$ cat config.mk
export PLATFORM = sky130hd
export DESIGN_NAME = ikc_coef_ram
export DESIGN_NICKNAME = d
export VERILOG_FILES = /design/src/sv/ikc_pkg.sv /design/src/sv/ikc_coef_ram.sv
export SDC_FILE = /design/constraint.sdc
export NUM_CORES = 1
export LEC_CHECK = 0
export ABC_AREA = 1
export BUFFER_PORTS_ARGS = -buffer_cell sky130_fd_sc_hd__buf_2
export CELL_PAD_IN_SITES_DETAIL_PLACEMENT = 1
export CELL_PAD_IN_SITES_GLOBAL_PLACEMENT = 1
export CORE_UTILIZATION = 52
export CTS_CLUSTER_SIZE = 8
export DETAILED_ROUTE_END_ITERATION = 7
export GPL_ROUTABILITY_DRIVEN = 0
export PLACE_DENSITY = 0.87
export SYNTH_ARGS = -nofsm -noshare
export SYNTH_HDL_FRONTEND = slang
export SYNTH_SLANG_ARGS = --single-unit
$ cat constraint.sdc
create_clock -name clk -period 3.6 [get_ports clk]
set_clock_uncertainty 0.2 [all_clocks]
set_input_delay 0.18 -clock clk [delete_from_list [all_inputs] [get_ports clk]]
set_output_delay 0.18 -clock clk [all_outputs]
set_load 0.02 [all_outputs]
$ cat src/sv/ikc_pkg.sv
package ikc_pkg;

	// Configuration register indexes.
	typedef logic [2:0] cfg_idx_t;
	localparam cfg_idx_t REG_KERNEL_WIDTH  = 3'd0;
	localparam cfg_idx_t REG_KERNEL_HEIGHT = 3'd1;
	localparam cfg_idx_t REG_DIVISOR       = 3'd2;
	localparam cfg_idx_t REG_IMAGE_WIDTH   = 3'd3;
	localparam cfg_idx_t REG_IMAGE_HEIGHT  = 3'd4;
	localparam cfg_idx_t REG_PIXEL_MODE    = 3'd5;

	// Request commands.
	localparam logic CMD_COEF  = 1'b0;
	localparam logic CMD_PIXEL = 1'b1;

	// Pixel modes.
	localparam logic [1:0] MODE_MONO = 2'd0;
	localparam logic [1:0] MODE_BGR  = 2'd1;
	localparam logic [1:0] MODE_BGRA = 2'd2;

	localparam int PIX_W    = 24;
	localparam int COEF_W   = 16;
	localparam int MAX_ROWS = 2048;

	typedef logic [PIX_W-1:0] pix_t;

	// Sequencer states.
	typedef enum logic [2:0] {
		ST_IDLE,
		ST_UPD,
		ST_COPY,
		ST_SCAN,
		ST_DIVS,
		ST_DIV
	} state_t;

	// Control from the sequencer to each channel lane.
	typedef struct packed {
		logic clr;
		logic tap_vld;
		logic div_start;
	} lane_ctl_t;

endpackage

$ cat src/sv/ikc_coef_ram.sv
module ikc_coef_ram #(
	parameter int DEPTH = 49,
	parameter int AW    = 6
) (
	input  logic                        clk,
	input  logic                        wr_en,
	input  logic [AW-1:0]               wr_addr,
	input  logic signed [ikc_pkg::COEF_W-1:0] wr_data,
	input  logic                        rd_en,
	input  logic [AW-1:0]               rd_addr,
	output logic signed [ikc_pkg::COEF_W-1:0] rd_data
);
	import ikc_pkg::*;

	logic signed [COEF_W-1:0] mem [DEPTH];

	// Coefficient table with a registered read.
	always_ff @(posedge clk) begin
		if (wr_en) begin
			mem[wr_addr] <= wr_data;
		end
		if (rd_en) begin
			rd_data <= mem[rd_addr];
		end
	end

endmodule

* Word-level counts from Yosys, hierarchy flattened *
Memories as Yosys holds them, arrays and structs flattened. A register that Yosys moved wholly into a read port is not among the register bits.
Index checks and enable logic that the tools add are counted.

word-level totals
  flip-flop bits (word level) = 0
  bits in writable memories = 784
  output and inout port bits = 16
  logic and storage cells = 3
  memories kept = 1

memories
  name  words  width  rd ports  clocked after Yosys merged registers in  wr ports  RTL line            text
  mem   49     16     1         1                                        1         ikc_coef_ram.sv:15  logic signed [COEF_W-1:0] mem [DEPTH];

cells by class
  muxes and demuxes = 2

operator list
  cell    count
  $mux 1  2

* Depth between registers and ports, before layout *
Gate-level depths: netlist of the first run.

  word-level depth = 2
  depth in mapped cells = 12

* Worst setup path before layout of the first run *
No wires, ideal clock.

  path kind = input to register
  start = in wr_addr[4]
  end = mem mem[34][0] (enable)
  library setup time = 430 ps
  data arrival time = 2112 ps
  required time = 2970 ps
  setup slack = 858 ps
  cell stages on the path = 3
  buffers on the path = 0
  path through = inv_1 > nand3_1 > nor4_1

RTL lines
  what                RTL line            text
  start: declaration  ikc_coef_ram.sv:7   input logic [AW-1:0] wr_addr,
  end: declaration    ikc_coef_ram.sv:15

No word-level cell before the write port.

==> results of run 1 <==
==> state kept, by name, summed over array words and instances, names as in the netlist <==
signal	count
mem	784
rd_data	16
==> layer usage <==
layer / GRT usage (%) / share of wire [%]
met1: 41.51 / 34
met5: 0 / 0
met4: 22.91 / 6.6
met3: 7.930 / 11
met2: 56.42 / 48
==> tightest hold or removal path, cell delays in order <==
cell and delay (ns):
buf_2 0.15, nand2_1 0.12, nor4_2 0.07, buf_4 0.25
==> cells by family after synthesis <==
family,after synthesis,synth area share [%]
AO/OA/AOI/OAI,16,0.2462
buffers and inverters,181,3.669
flip-flops,800,73.85
AND/OR/NAND/NOR,1703,22.24
==> worst max path at each step <==
stage               start          to  slack [ns]  cells after the start
6_report       rd_addr[0]  rd_data[4]        1.14                     11
5_1_grt        rd_addr[0]  rd_data[8]        1.11                      8
4_1_cts        rd_addr[0]  rd_data[0]        1.26                     10
3_5_place_dp   rd_addr[0]  rd_data[4]        0.67                     11
3_3_place_gp   rd_addr[0]  rd_data[4]        0.84                     11
2_1_floorplan  wr_addr[4]  mem[34][0]        0.86                      3
==> cell type report <==
class                           instances  area [µm²]  area share, %
Sequential cell                       800       24020          66.27
Multi-Input combinational cell       1719        7345          20.26
Clock buffer                          110        2753          7.593
Tap cell                              837        1047          2.889
Timing Repair Buffer                  122       934.6          2.578
Clock inverter                          5       87.58         0.2416
Inverter                               11       60.06         0.1657
Antenna cell                            1       2.502       0.006903
==> stage by stage <==
step           hold WS (ns)  cell area, µm²  util, %  instances
6_report             0.1044           36250    58.74       3605
4_1_cts             0.05392           36250    58.74       3604
2_1_floorplan       0.07887           32530        -       2700
3_3_place_gp         0.4367           33350    54.04       3483
3_5_place_dp         0.4589           33350    54.04       3483
5_1_grt             0.09028           36250    58.74       3604
==> synth_stat cells <==
master,number
inv_2,2
clkbuf_1,18
nand3_1,644
nor4_1,1
or2_2,6
clkinv_1,1
buf_8,1
inv_6,1
nor4_2,1
buf_1,5
buf_2,92
nand4_1,4
edfxtp_1,800
a21oi_1,8
nand2_1,974
buf_6,48
buf_4,6
inv_1,7
o21ai_1,8
nor2_1,73
==> layout by cell type, fill, tap and decap left out, drive strengths merged <==
master       instances
buf                116
nor2                73
nand2              974
edfxtp             800
nand3              644
or2                  6
inv                 12
a21oi                8
dlygate4sd3          6
clkinv               4
o21ai                8
diode                1
nor4                 2
clkbuf             110
nand4                4
==> what timing repair did <==
item	CTS	global route
gates resized for setup	0	0
hold endpoints to repair	68	0
hold buffers	6	0
==> report_power, final <==
group	total (mW)	switching, mW	internal [mW]
Sequential	10.4	0.0506	10.4
Combinational	1.31	1.03	0.281
Clock	9.11	3.78	5.33
Total	20.8	4.86	16.0
==> flow_metrics.tcl, run 1 <==
set metrics [dict create \
    rsz0062_at_grt "no" \
    setup.worst_path.start_class "input port" \
    whs_endpoint "mem[34][5]" \
    syn_inst 2700 \
    dp_hpwl_um 57430 \
    die_w_um 252.1 \
    critPathCaptureType "flip-flop" \
    finalCritPeriodShare_pct 68.42 \
    fp.dieArea_um2 63560 \
    crit_family "simple AND/OR/NAND/NOR gates" \
    track_usage_pct 34.66 \
    fmax_ghz 0.4060 \
    wire_per_inst_um 30.29 \
    rows 91 \
    r2r_end "rd_data[0]" \
    fillers 6131 \
    crit_chain "buf_8 > clkinv_8 > buf_12 > nand2_1 > nand3_1 > nand3_1 > nand2_1 > nand2_1 > nand3_1 > nand3_1 > nand2_1" \
    hold_class "input port to flip-flop" \
    overflow 0 \
    die_h_um 252.1 \
    whs_path_depth 4 \
    port_buffers 46 \
    crit_fanout 232 \
    first_iter_violations 3257 \
    cts.htree.levels 3 \
    via_per_inst 6.482 \
    maxSlewHeadroom_pct 13.94 \
    slowest_delay_ns 0.72 \
    reg2reg_from "mem[19][0]" \
    crit_slowest_cell "buf_12" \
    grt_max_degree 233 \
    status "complete, no violations" \
    cts.clk_slew.worst_paths_ns 0.05 \
    drc 0 \
    tightest_slew_ns 1.291 \
    worstSkewPairLatency_ns 0.68 \
    yosysWarnings 0 \
    finalMaxSlewViolations 0 \
    synthToLayoutAreaGrowth_pct 11.44 \
    cts_setup_buffers 0 \
    synth_top_area_share_pct 73.85 \
    cts_sinks 800 \
    critPathArrivalTime_ns 2.78 \
    p_per_area_nw_per_um2 574.6 \
    ir_worst_vdd_mv 0.4266 \
    core_um2 61710 \
    fin_ws_ns 1.137 \
    post-place-ws_ns 0.6688 \
    finalPower_mw 20.83 \
    synth_area_um2 32530 \
    drive_above_1_share_pct 9.035 \
    vias 23368 \
    reg2reg_slack_ns 1.46 \
    syn-num-nets 2731 \
    min_period_ns 2.463 \
    worstHoldStart "wr_en" \
    ys_seq_area_share_pct 73.85 \
    cts_tree "yes" \
    leakagePower_nw 13.06 \
    yosysUniqueCellTypes 20 \
    grt_pass1_vias 24956 \
    hold_violations 0 \
    antenna_found_initial 0 \
    critPathKind "input port to flip-flop" \
    drtPass1Iterations 6 \
    drt-total-wl_um 109200 \
    synth_area_per_cell_um2 12.05 \
    r2r_cells 8 \
    finalSetupViolCount 0 \
    ctsRootBufferMaster "clkbuf_16" \
    cts_buffers 109 \
    final_antenna_net_count 0 \
    cts.path.max_buffers 3 \
    cap_viol_max_count 0 \
    grt_pass1_wl_um 159400 \
    ys_ff_latch 800 \
    start_util_pct 52.71 \
    ios 47 \
    synth_area_leader_cell "edfxtp_1" \
    num-nets-final 2794 \
    critical_path_required_ns 3.92 \
    tns_ns 0 \
    worst-path-buf-inv 3 \
    ys_top_cells_by_area "edfxtp_1 74%, nand2_1 11%, nand3_1 9.9%, buf_6 1.7%, buf_2 1.4%" \
]
Power figures use the tool's default switching activity.
==> run 2: changes to the inputs <==
--- a/config.mk
+++ b/config.mk
@@ -9,11 +9,11 @@
 export BUFFER_PORTS_ARGS = -buffer_cell sky130_fd_sc_hd__buf_2
 export CELL_PAD_IN_SITES_DETAIL_PLACEMENT = 1
 export CELL_PAD_IN_SITES_GLOBAL_PLACEMENT = 1
-export CORE_UTILIZATION = 52
+export CORE_UTILIZATION = 47
 export CTS_CLUSTER_SIZE = 8
 export DETAILED_ROUTE_END_ITERATION = 7
 export GPL_ROUTABILITY_DRIVEN = 0
-export PLACE_DENSITY = 0.87
+export PLACE_DENSITY = 0.83
 export SYNTH_ARGS = -nofsm -noshare
 export SYNTH_HDL_FRONTEND = slang
 export SYNTH_SLANG_ARGS = --single-unit
==> constraint.sdc (replaced) <==
create_clock -name clk -period 2.1 [get_ports clk]
set_clock_uncertainty 0.2 [all_clocks]
set_input_delay 0.105 -clock clk [delete_from_list [all_inputs] [get_ports clk]]
set_output_delay 0.105 -clock clk [all_outputs]
set_load 0.02 [all_outputs]
==> run 2 against run 1 <==
Compared with the run above:
- die area up 11%
- register-to-register slack worse by 1.4 ns
- global-route usage down 3.8 points
- core utilization down 3.4 points
- non-clock buffer count up 94
- sequential power up 71%
- clock-buffer cell count up 3
- total power up 73%
- combinational power up 91%
- hold slack worse by 0.033 ns
==> flow_metrics.tcl, run 2 (synthesized netlist as in run 1, its figures left out) <==
set metrics [dict create \
    die_w_um 265.1 \
    reg2reg_from "mem[3][6]" \
    via_per_inst 6.145 \
    max_flop_register "mem" \
    cts_sinks 800 \
    vias 23325 \
    min_period_ns 2.093 \
    overflow 0 \
    first_iter_violations 3000 \
    placed_cell_area_um2 34820 \
    whs_endpoint "mem[31][12]" \
    drt-total-wl_um 107100 \
    holdBufCountCts 24 \
    cts_resized 0 \
    top_regs "mem (784), rd_data (16)" \
    final_antenna_net_count 0 \
    status "complete, no violations" \
    core_um2 68590 \
    cts.clk_slew.worst_paths_ns 0.06 \
    cts_setup_buffers 0 \
    fmax_ghz 0.4779 \
    fin_area_um2 37980 \
    whs_path_depth 5 \
    wire_per_inst_um 28.21 \
    route.met3.wl_um 10050 \
    finalSetupViolCount 0 \
    ctsRootBufferMaster "clkbuf_16" \
    hold_class "input port to flip-flop" \
    highest_layer "met5" \
    num-nets-final 2889 \
    critPathArrivalTime_ns 2.29 \
    wl_met1_um 39670 \
    drtPass1Iterations 5 \
    diodes 0 \
    p_per_area_nw_per_um2 949.9 \
    critPathCaptureType "flip-flop" \
    cts.path.max_buffers 3 \
    antenna_found_initial 3 \
    maxSlewHeadroom_pct 49.61 \
    port_buffers 46 \
    die_h_um 265.1 \
    fp.dieArea_um2 70270 \
    drc 0 \
    tns_ns 0 \
    critPathKind "input port to flip-flop" \
    rows 96 \
    largest_reg_flops 784 \
    rsz0062_at_grt "no" \
    fillers 6800 \
    grt_pass1_wl_um 159400 \
    reg2reg_slack_ns 0.10 \
    dp_hpwl_um 62000 \
    cts_tree "yes" \
    tightest_slew_ns 0.7558 \
    synthToLayoutAreaGrowth_pct 16.75 \
    finalMaxSlewViolations 0 \
    mostFrequentLayoutCells "974 x nand2_1, 800 x edfxtp_1, 644 x nand3_1, 113 x clkbuf_16, 76 x buf_4" \
    final_common_cell "nand2_1" \
    critical_path_required_ns 2.30 \
    track_usage_pct 30.82 \
    grt_pass1_vias 25261 \
    finalCritPeriodShare_pct 99.65 \
    wl_met2_um 52240 \
    cts.htree.levels 3 \
    leakagePower_nw 13.79 \
    hold_violations 0 \
    crit_fanout 27 \
    r2r_end "rd_data[6]" \
    setup.worst_path.start_class "input port" \
    worstHoldStart "wr_addr[2]" \
    r2r_cells 8 \
    cts_buffers 110 \
    worstSkewPairLatency_ns 0.68 \
    start_util_pct 47.43 \
    cap_viol_max_count 0 \
    ir_worst_vdd_mv 0.6101 \
    ios 47 \
    drive_above_1_share_pct 11.24 \
    grt_max_degree 81 \
]
==> run 2: per-stage QoR <==
stage | util (%) | hold slack [ns] | setup WS, ns | std cells | power [mW]
after CTS | 55.38 | 0.004979 | 0.1369 | 3796 | 36.15
after global routing | 55.38 | 0.03575 | 0.06556 | 3796 | 36.82
after floorplan | - | 0.003869 | -0.04669 | 2700 | 19.30
after detailed placement | 50.77 | 0.3570 | -0.1737 | 3653 | 20.42
final | 55.38 | 0.07126 | 0.007396 | 3796 | 36.08
after global placement | 50.77 | 0.3560 | -0.1315 | 3653 | 20.27
==> run 2: worst max-delay path, cell delays in order <==
cell and delay (ns):
dlygate4sd3_1 0.53, buf_2 0.44, clkinv_1 0.34, buf_12 0.26
buf_4 0.19, nand3_1 0.26, nand2_1 0.14
==> run 2: report_power, final <==
| part | switching [mW] | internal (mW) |
|---|---|---|
| logic | 1.82 | 0.685 |
| registers | 0.0483 | 17.7 |
| clock network | 6.41 | 9.37 |
| total | 8.28 | 27.8 |
==> run 2: final cells by class <==
class | instances | area (µm²) | area share, %
sequential | 800 | 24020 | 63.25
multi-input combinational | 1719 | 7338 | 19.32
clock buffer | 113 | 2828 | 7.445
timing repair buffer | 216 | 2474 | 6.513
tap | 931 | 1165 | 3.067
clock inverter | 6 | 93.84 | 0.2471
inverter | 11 | 60.06 | 0.1581
==> run 2: worst max path at each step <==
stage,startpoint,endpoint
after floorplan,wr_addr[2],mem[0][0]
after global placement,rd_addr[0],rd_data[3]
after detailed placement,rd_addr[0],rd_data[15]
after CTS,mem[2][1],rd_data[1]
after global routing,rd_addr[5],rd_data[6]
final,rd_addr[5],rd_data[6]
==> run 2: layer usage <==
metal | up-vias | track usage, %
li1 | 9761 | -
met1 | 11887 | 38.76
met2 | 1364 | 50.94
met3 | 309 | 6.082
met4 | 4 | 15.69
met5 | - | 0
