<file path="config.mk">
export PLATFORM = sky130hd
export DESIGN_NAME = ikc_lane
export DESIGN_NICKNAME = d
export VERILOG_FILES = /design/src/sv/ikc_pkg.sv /design/src/sv/ikc_lane.sv
export SDC_FILE = /design/constraint.sdc
export NUM_CORES = 1
export LEC_CHECK = 0
export BUFFER_PORTS_ARGS = -buffer_cell sky130_fd_sc_hd__buf_2
export CELL_PAD_IN_SITES_DETAIL_PLACEMENT = 2
export CELL_PAD_IN_SITES_GLOBAL_PLACEMENT = 2
export CORE_MARGIN = 2
export CORE_UTILIZATION = 25
export CTS_CLUSTER_DIAMETER = 50
export DETAILED_ROUTE_END_ITERATION = 7
export GPL_TIMING_DRIVEN = 0
export PLACE_DENSITY_LB_ADDON = 0.15
export SLEW_MARGIN = 25
export SYNTH_ARGS = -nofsm -noshare
export SYNTH_HDL_FRONTEND = slang
export SYNTH_SLANG_ARGS = --single-unit
</file>
<file path="constraint.sdc">
create_clock -name clk -period 4.9 [get_ports clk]
set_input_delay 0.98 -clock clk [delete_from_list [all_inputs] [get_ports clk]]
set_output_delay 0.98 -clock clk [all_outputs]
set_load 0.05 [all_outputs]
</file>
<file path="src/sv/ikc_pkg.sv">
package ikc_pkg;

	// Configuration register indexes.
	typedef logic [2:0] cfg_idx_t;
	localparam cfg_idx_t REG_KERNEL_WIDTH  = 3'd0;
	localparam cfg_idx_t REG_KERNEL_HEIGHT = 3'd1;
	localparam cfg_idx_t REG_DIVISOR       = 3'd2;
	localparam cfg_idx_t REG_IMAGE_WIDTH   = 3'd3;
	localparam cfg_idx_t REG_IMAGE_HEIGHT  = 3'd4;
	localparam cfg_idx_t REG_PIXEL_MODE    = 3'd5;

	// Request commands.
	localparam logic CMD_COEF  = 1'b0;
	localparam logic CMD_PIXEL = 1'b1;

	// Pixel modes.
	localparam logic [1:0] MODE_MONO = 2'd0;
	localparam logic [1:0] MODE_BGR  = 2'd1;
	localparam logic [1:0] MODE_BGRA = 2'd2;

	localparam int PIX_W    = 24;
	localparam int COEF_W   = 16;
	localparam int MAX_ROWS = 2048;

	typedef logic [PIX_W-1:0] pix_t;

	// Sequencer states.
	typedef enum logic [2:0] {
		ST_IDLE,
		ST_UPD,
		ST_COPY,
		ST_SCAN,
		ST_DIVS,
		ST_DIV
	} state_t;

	// Control from the sequencer to each channel lane.
	typedef struct packed {
		logic clr;
		logic tap_vld;
		logic div_start;
	} lane_ctl_t;

endpackage

</file>
<file path="src/sv/ikc_lane.sv">
module ikc_lane #(
	parameter int AW = 31
) (
	input  logic                        clk,
	input  logic                        arst_n,
	input  ikc_pkg::lane_ctl_t          ctl,
	input  logic signed [ikc_pkg::COEF_W-1:0] coef,
	input  logic [7:0]                  pix,
	input  logic signed [15:0]          dvs,
	output logic                        done,
	output logic [7:0]                  res
);
	import ikc_pkg::*;

	localparam int CW = $clog2(AW + 1);

	logic signed [24:0]   prod_s2;
	logic                 act_s2;
	logic signed [AW-1:0] acc_q;
	logic [AW-1:0]        num_q;
	logic [15:0]          rem_q;
	logic [15:0]          dmag_q;
	logic                 neg_q;
	logic                 busy_q;
	logic                 done_q;
	logic [CW-1:0]        cnt_q;
	logic [16:0]          trial;
	logic                 qbit;

	// Product stage: signed coefficient times unsigned byte.
	always_ff @(posedge clk or negedge arst_n) begin
		if (!arst_n) begin
			act_s2 <= 1'b0;
		end else begin
			act_s2 <= ctl.tap_vld;
		end
	end

	always_ff @(posedge clk) begin
		prod_s2 <= coef * $signed({1'b0, pix});
	end

	// Restoring division step, one quotient bit per cycle.
	always_comb begin
		trial = {rem_q, num_q[AW-1]};
		qbit  = (trial >= {1'b0, dmag_q});
	end

	// Accumulation and division on magnitudes.
	always_ff @(posedge clk or negedge arst_n) begin
		if (!arst_n) begin
			busy_q <= 1'b0;
			done_q <= 1'b0;
			cnt_q  <= '0;
		end else if (ctl.clr) begin
			busy_q <= 1'b0;
			done_q <= 1'b0;
		end else if (ctl.div_start) begin
			busy_q <= 1'b1;
			cnt_q  <= '0;
		end else if (busy_q) begin
			cnt_q <= cnt_q + 1'b1;
			if (cnt_q == CW'(AW - 1)) begin
				busy_q <= 1'b0;
				done_q <= 1'b1;
			end
		end
	end

	always_ff @(posedge clk) begin
		if (ctl.clr) begin
			acc_q <= '0;
		end else if (act_s2) begin
			acc_q <= acc_q + AW'(prod_s2);
		end
		if (ctl.div_start) begin
			num_q  <= acc_q[AW-1] ? AW'(-acc_q) : AW'(acc_q);
			rem_q  <= '0;
			dmag_q <= dvs[15] ? 16'(-dvs) : 16'(dvs);
			neg_q  <= acc_q[AW-1] ^ dvs[15];
		end else if (busy_q) begin
			num_q <= {num_q[AW-2:0], qbit};
			rem_q <= qbit ? 16'(trial - {1'b0, dmag_q}) : trial[15:0];
		end
	end

	// Clamp the truncated quotient to a byte.
	always_comb begin
		if (neg_q || num_q == '0) begin
			res = 8'd0;
		end else if (num_q >= AW'(255)) begin
			res = 8'hFF;
		end else begin
			res = num_q[7:0];
		end
	end

	assign done = done_q;

endmodule

</file>
# [After elaboration in Yosys (flattened, before gate mapping)]
# Cells that the tools add are included.
[word_totals] register_bits=128 output_inout_bits=9 input_bits=45 wordCells=47
[op_classes] mux=17 eq_ne=2 n_lt_le_gt_ge=2 multipliers=1 n_addsub=5 reduce_logical=7 bitwise=2
[ops] op="$mux 31" n=3
[ops] op="$add 31x25->31" n=1
[ops] op="$ge 31x8->1 const B" n=1
[ops] op="$logic_not 31->1" n=1
[ops] op="$neg 31->31" n=1
[ops] op="$mul 16x9->25" n=1
[ops] op="$ge 17x16->1" n=1
[ops] op="$mux 16" n=1
[ops] op="$mux 8" n=2
[ops] op="$neg 16->16" n=1
[ops] op="$sub 16x16->16" n=1
[ops] op="$mux 15" n=1
[ops] op="$mux 5" n=2
[ops] op="$mux 1" n=8
[ops] op="$reduce_bool 2->1" n=3
[ops] op="$add 5x1->5 const B" n=1
[ops] op="$eq 5x5->1 const B" n=1
[ops] op="$reduce_and 3->1" n=1
[ops] op="$ne 2x1->1 const B" n=1
[ops] op="$reduce_and 2->1" n=1
[ops] op="$logic_or 1x1->1" n=1
[ops] op="$not 1->1" n=1
[ops] op="$xor 1x1->1" n=1

# [Logic depth before layout (Yosys ltp)]
[depth] depth_word=5 ltp_mapped=20 ltp_nobuf=19

# [Worst setup path after synthesis]
# Ideal clock, no wire load.
[synth_timing] kind="input port to flip-flop" startpoint="in pix[5]" endpoint="reg prod_s2[18]" t_required_ns=4.828 n_path_buf=1 setup_time_ns=0.072 slack_ns=-0.473 arrival_ns=5.301 stages=17 path_cell_list="clkbuf_1 -> and2_1 -> fa_1 -> fa_1 -> fa_1 -> inv_1 -> fa_1 -> inv_1 -> ha_1 -> and2_1 -> a221o_1 -> a31oi_1 -> o21ai_0 -> o31a_1 -> o21a_1 -> nor2_1 -> xnor2_1"
[synth_between] elab_chain_cells=1
[synth_rtl] element="start, declared" line_no="ikc_lane.sv:8" text="input logic [7:0] pix,"
[synth_rtl] element="$mul 16x9->25" line_no="ikc_lane.sv:40" text="prod_s2 <= coef * $signed({1'b0, pix});"
[synth_rtl] element="end signal, assigned" line_no="ikc_lane.sv:40"
[synth_rtl] element="end, declared" line_no="ikc_lane.sv:17" text="logic signed [24:0] prod_s2;"
# No other way between the ends.
# A chain may end at the register's enable or synchronous reset.

# [Final worst setup path]
[layout_timing] startpoint="in pix[3]" endpoint="reg prod_s2[21]"
# Same word-level chain as after synthesis.

==> Implementation_results.wiki <==
{| class="wikitable"
! Metric !! Value
|-
| Initial antenna violation count || 0
|-
| Number of buffers created by CTS || 17
|-
| Average wire per cell in the routed design || between 15 and 20 um
|-
| Antenna Cells || 0
|-
| Starting utilization of the core area || 0.252
|-
| Post-cts hold buffer count || 0
|-
| Floorplan die width || roughly 230 um
|-
| Violations in the final reports || negative setup slack
|-
| Clock tree buffer depth || 2
|-
| Areal power density over the cells || 561 mW/mm2
|-
| Type of the most critical hold path || primary input to asynchronous set/reset pin
|-
| Yosys cell types || 60
|-
| Total number of H-tree levels || 4
|-
| Minimum hold slack || about 0.38 ns
|-
| Crit path kind || primary input to flip-flop
|-
| Post-DP Area || ~0.014 mm2
|-
| Aggregate routed wire length || 38600 um
|-
| TritonCTS clock tree || done
|-
| DRT iter0 DRCs || approximately 300
|-
| Count of final hold-check violations || 0
|-
| GR met1 Demand/Resource || 0.200
|-
| Worst setup SP type || primary input
|-
| Clock Sinks || approximately 130
|-
| Synth warnings || 0
|-
| Most used DFF post-synth || sky130_fd_sc_hd__dfxtp_1
|-
| Post-synth EDFFs || 48
|-
| Total overflow reported by the global router || 0
|-
| Drc violations || 0
|-
| Final GP Congestion || around 0.75
|-
| Maximum number of pins on one net before global-route repair || 32
|-
| Worst-path fanout max || 7
|-
| Initial DRT Pass Iterations || 4
|-
| Relative max-transition margin || 0.433
|-
| Clock transition at path regs || 0.06 ns
|-
| Total via count in the routed design || 10100
|-
| Number of nets in the layout || between 1500 and 2000
|-
| Number of pins exceeding their max-slew limit in the final report || 0
|-
| Setup Skew || between 0.009 and 0.01 ns
|-
| Period utilisation layout || 1.01
|-
| Most frequent cells in the layout || sky130_fd_sc_hd__inv_1 (184), sky130_fd_sc_hd__nand2_1 (118), sky130_fd_sc_hd__nor2_1 (107)
|-
| Max-cap violations || 0
|-
| Final setup vio count || 3
|-
| Minimum setup slack after placement || -0.991 ns
|-
| Highest ir drop seen on vdd || between 200 and 300 uV
|-
| Critical Path RT || approximately 5.3 ns
|-
| # rows || a little over 80
|-
| Most utilized layer in the global route result || met2
|-
| Run status || complete, but fails checks
|-
| Tightest Pin Transition || ~0.85 ns
|-
| Shortest period the worst path allows || between 4 and 5 ns
|-
| Routed via count divided by cell count || 4.62
|-
| Setup crit end kind || flip-flop
|-
| Number of I/O port buffers || between 50 and 60
|-
| FFs w/ async S/R, synth || 0.0625
|-
| Overall die area || slightly above 0.05 mm2
|-
| Overall track demand over capacity in global routing || 0.156
|-
| Worst EP arrival || ~5.3 ns
|-
| Met3 Usage GRT || 0.0161
|-
| Worst-skew pair later-pin latency || roughly 0.44 ns
|-
| Core footprint || 0.0488 mm2
|-
| Fraction of layout cells with a size suffix above 1 || 0.121
|-
| Commonest non-fill, non-tap cell in the layout || sky130_fd_sc_hd__inv_1
|-
| Leakage Power || between 6 and 7 nW
|-
| Fin Setup TNS || -0.0702 ns
|-
| Estimated wirelength of the detail-placed design || 31600 um
|-
| Vias in the first global route || about 11000
|-
| CTS Root Buffer Type || sky130_fd_sc_hd__clkbuf_16
|-
| First-pass GRT wire length || 61900 um
|-
| Share of synthesized area occupied by flip-flops and latches || 0.250
|-
| Final Instance Area || 0.0148 mm2
|-
| Post-Syn Nets || roughly 1700
|-
| Combined area of all synthesized cells || 0.0123 mm2
|-
| Gate Count Post-Synth || about 1400
|-
| Flops & latches, synth || 128
|-
| Setup slack after layout || -0.0315 ns
|-
| Area growth from synthesis to layout || 19.8%
|-
| Boundary pin count || 54
|-
| Path depth of the worst reg2reg path || 9
|-
| Highest Clock Rate || between 200 and 250 MHz
|-
| RSZ-0062 raised after global routing || yes
|-
| GR met2 Demand/Resource || 0.279
|-
| Avg Cell Area, Syn || between 8 and 9 um2
|-
| ANT nets after route || 0
|-
| Die height || approximately 230 um
|}
## per-stage QoR
step | std cells | util | power (mW)
after floorplan | 1413 | - | 5.25
after CTS | 2179 | 0.297 | 8.16
after global placement | 2130 | 0.277 | 6.41
after detailed placement | 2130 | 0.277 | 6.53
final | 2186 | 0.302 | 8.29
after global routing | 2186 | 0.302 | 9.13
## per-layer routing
metal	up-vias	wire length (um)
met4	0	421
met1	5062	18500
met5	-	0
met3	25	525
met2	86	19100
li1	4925	-
## registers in the layout (all words and copies together), names as in the netlist
register	flops
acc_q	31
num_q	31
prod_s2	25
dmag_q	16
rem_q	16
cnt_q	5
act_s2	1
busy_q	1
done	1
neg_q	1
## power by group
group          total [mW]  internal [mW]  switching [mW]
sequential           1.82           1.48           0.341
combinational        5.14           2.26            2.88
clock                1.32          0.807           0.518
total                8.29           4.55            3.74
## worst max-delay path: stages
cell	delay (ns)
sky130_fd_sc_hd__buf_6	0.12
sky130_fd_sc_hd__clkbuf_16	0.15
sky130_fd_sc_hd__and2_4	0.14
sky130_fd_sc_hd__fa_2	0.57
sky130_fd_sc_hd__fa_2	0.45
sky130_fd_sc_hd__fa_1	0.49
sky130_fd_sc_hd__inv_1	0.05
sky130_fd_sc_hd__fa_1	0.49
sky130_fd_sc_hd__inv_2	0.05
sky130_fd_sc_hd__ha_4	0.22
sky130_fd_sc_hd__and2_4	0.14
sky130_fd_sc_hd__a221o_1	0.36
sky130_fd_sc_hd__a22o_1	0.27
sky130_fd_sc_hd__a31oi_4	0.22
sky130_fd_sc_hd__a211oi_4	0.11
sky130_fd_sc_hd__o21ai_2	0.16
sky130_fd_sc_hd__nand2b_1	0.08
sky130_fd_sc_hd__a21oi_2	0.14
sky130_fd_sc_hd__xnor2_1	0.12
## synth_stat cells, types with 3 or more instances
cell type                    n  share of area
sky130_fd_sc_hd__a211oi_1   16         0.0097
sky130_fd_sc_hd__a21boi_0    3         0.0018
sky130_fd_sc_hd__a21o_1     28          0.017
sky130_fd_sc_hd__a21oi_1    93          0.038
sky130_fd_sc_hd__a311oi_1    3         0.0021
sky130_fd_sc_hd__a31oi_1    12         0.0061
sky130_fd_sc_hd__and2_1     80          0.041
sky130_fd_sc_hd__and3_1      5         0.0025
sky130_fd_sc_hd__buf_1       8         0.0024
sky130_fd_sc_hd__clkbuf_1   44          0.013
sky130_fd_sc_hd__dfrtp_1     8          0.016
sky130_fd_sc_hd__dfxtp_1    72           0.12
sky130_fd_sc_hd__edfxtp_1   48           0.12
sky130_fd_sc_hd__fa_1      104           0.17
sky130_fd_sc_hd__ha_1      100           0.10
sky130_fd_sc_hd__inv_1     192          0.058
sky130_fd_sc_hd__mux2i_1    19          0.015
sky130_fd_sc_hd__nand2_1   125          0.038
sky130_fd_sc_hd__nand2b_1   12         0.0061
sky130_fd_sc_hd__nand3_1    18         0.0073
sky130_fd_sc_hd__nand3b_1    3         0.0018
sky130_fd_sc_hd__nand4_1    14         0.0071
sky130_fd_sc_hd__nor2_1    110          0.034
sky130_fd_sc_hd__nor2b_1    10         0.0051
sky130_fd_sc_hd__nor3_1     21         0.0085
sky130_fd_sc_hd__nor4_1      6         0.0030
sky130_fd_sc_hd__nor4b_1     4         0.0028
sky130_fd_sc_hd__o211ai_1    7         0.0043
sky130_fd_sc_hd__o21a_1      7         0.0043
sky130_fd_sc_hd__o21ai_0    56          0.023
sky130_fd_sc_hd__o21bai_1    8         0.0049
sky130_fd_sc_hd__o221ai_1    3         0.0021
sky130_fd_sc_hd__o22ai_1     3         0.0015
sky130_fd_sc_hd__o311ai_0    6         0.0043
sky130_fd_sc_hd__o31ai_1    18          0.011
sky130_fd_sc_hd__o41ai_1     5         0.0036
sky130_fd_sc_hd__or2_2       4         0.0020
sky130_fd_sc_hd__or3_1       7         0.0036
sky130_fd_sc_hd__or3_4       4         0.0037
sky130_fd_sc_hd__or4_1       6         0.0037
sky130_fd_sc_hd__xnor2_1    50          0.036
sky130_fd_sc_hd__xor2_1     46          0.033
## final timing paths
kind	slack, ns	endpoint	startpoint
max	-0.03	prod_s2[21]	pix[3]
min	0.38	cnt_q[3]	arst_n
max reg2reg	1.25	num_q[28]	acc_q[13]
min reg2reg	0.49	rem_q[3]	rem_q[3]
max in group asynchronous	4.33	busy_q	arst_n
min in group clk	0.49	rem_q[3]	rem_q[3]
## timing repair
action	CTS	global route
gates resized for setup	45	43
endpoints found under the hold margin	0	0
endpoints found under the setup margin	12	6
setup buffers	18	7
pin swaps	14	32
gates cloned	1	0
## logic make-up after synthesis
kind of cell / after synthesis / synth area share
and+or+nand+nor: 435 / 0.174
buffers and inverters: 245 / 0.0746
adders and majority gates: 204 / 0.270
DFF: 128 / 0.250
muxes: 19 / 0.0154
xor gates and xnor gates: 96 / 0.0682
AOI/OAI and AO/OA: 286 / 0.147
## layout make-up
class                           count  area (um2)
Clock buffer                       23         522
Clock inverter                      9        92.6
Inverter                          193         724
Timing Repair Buffer               79         559
Multi-Input combinational cell   1040        8630
Buffer                             50         315
Fill cell                        5585       34100
Tap cell                          664         831
Sequential cell                   128        3080
Note: power is estimated with default switching activity, not from simulation.
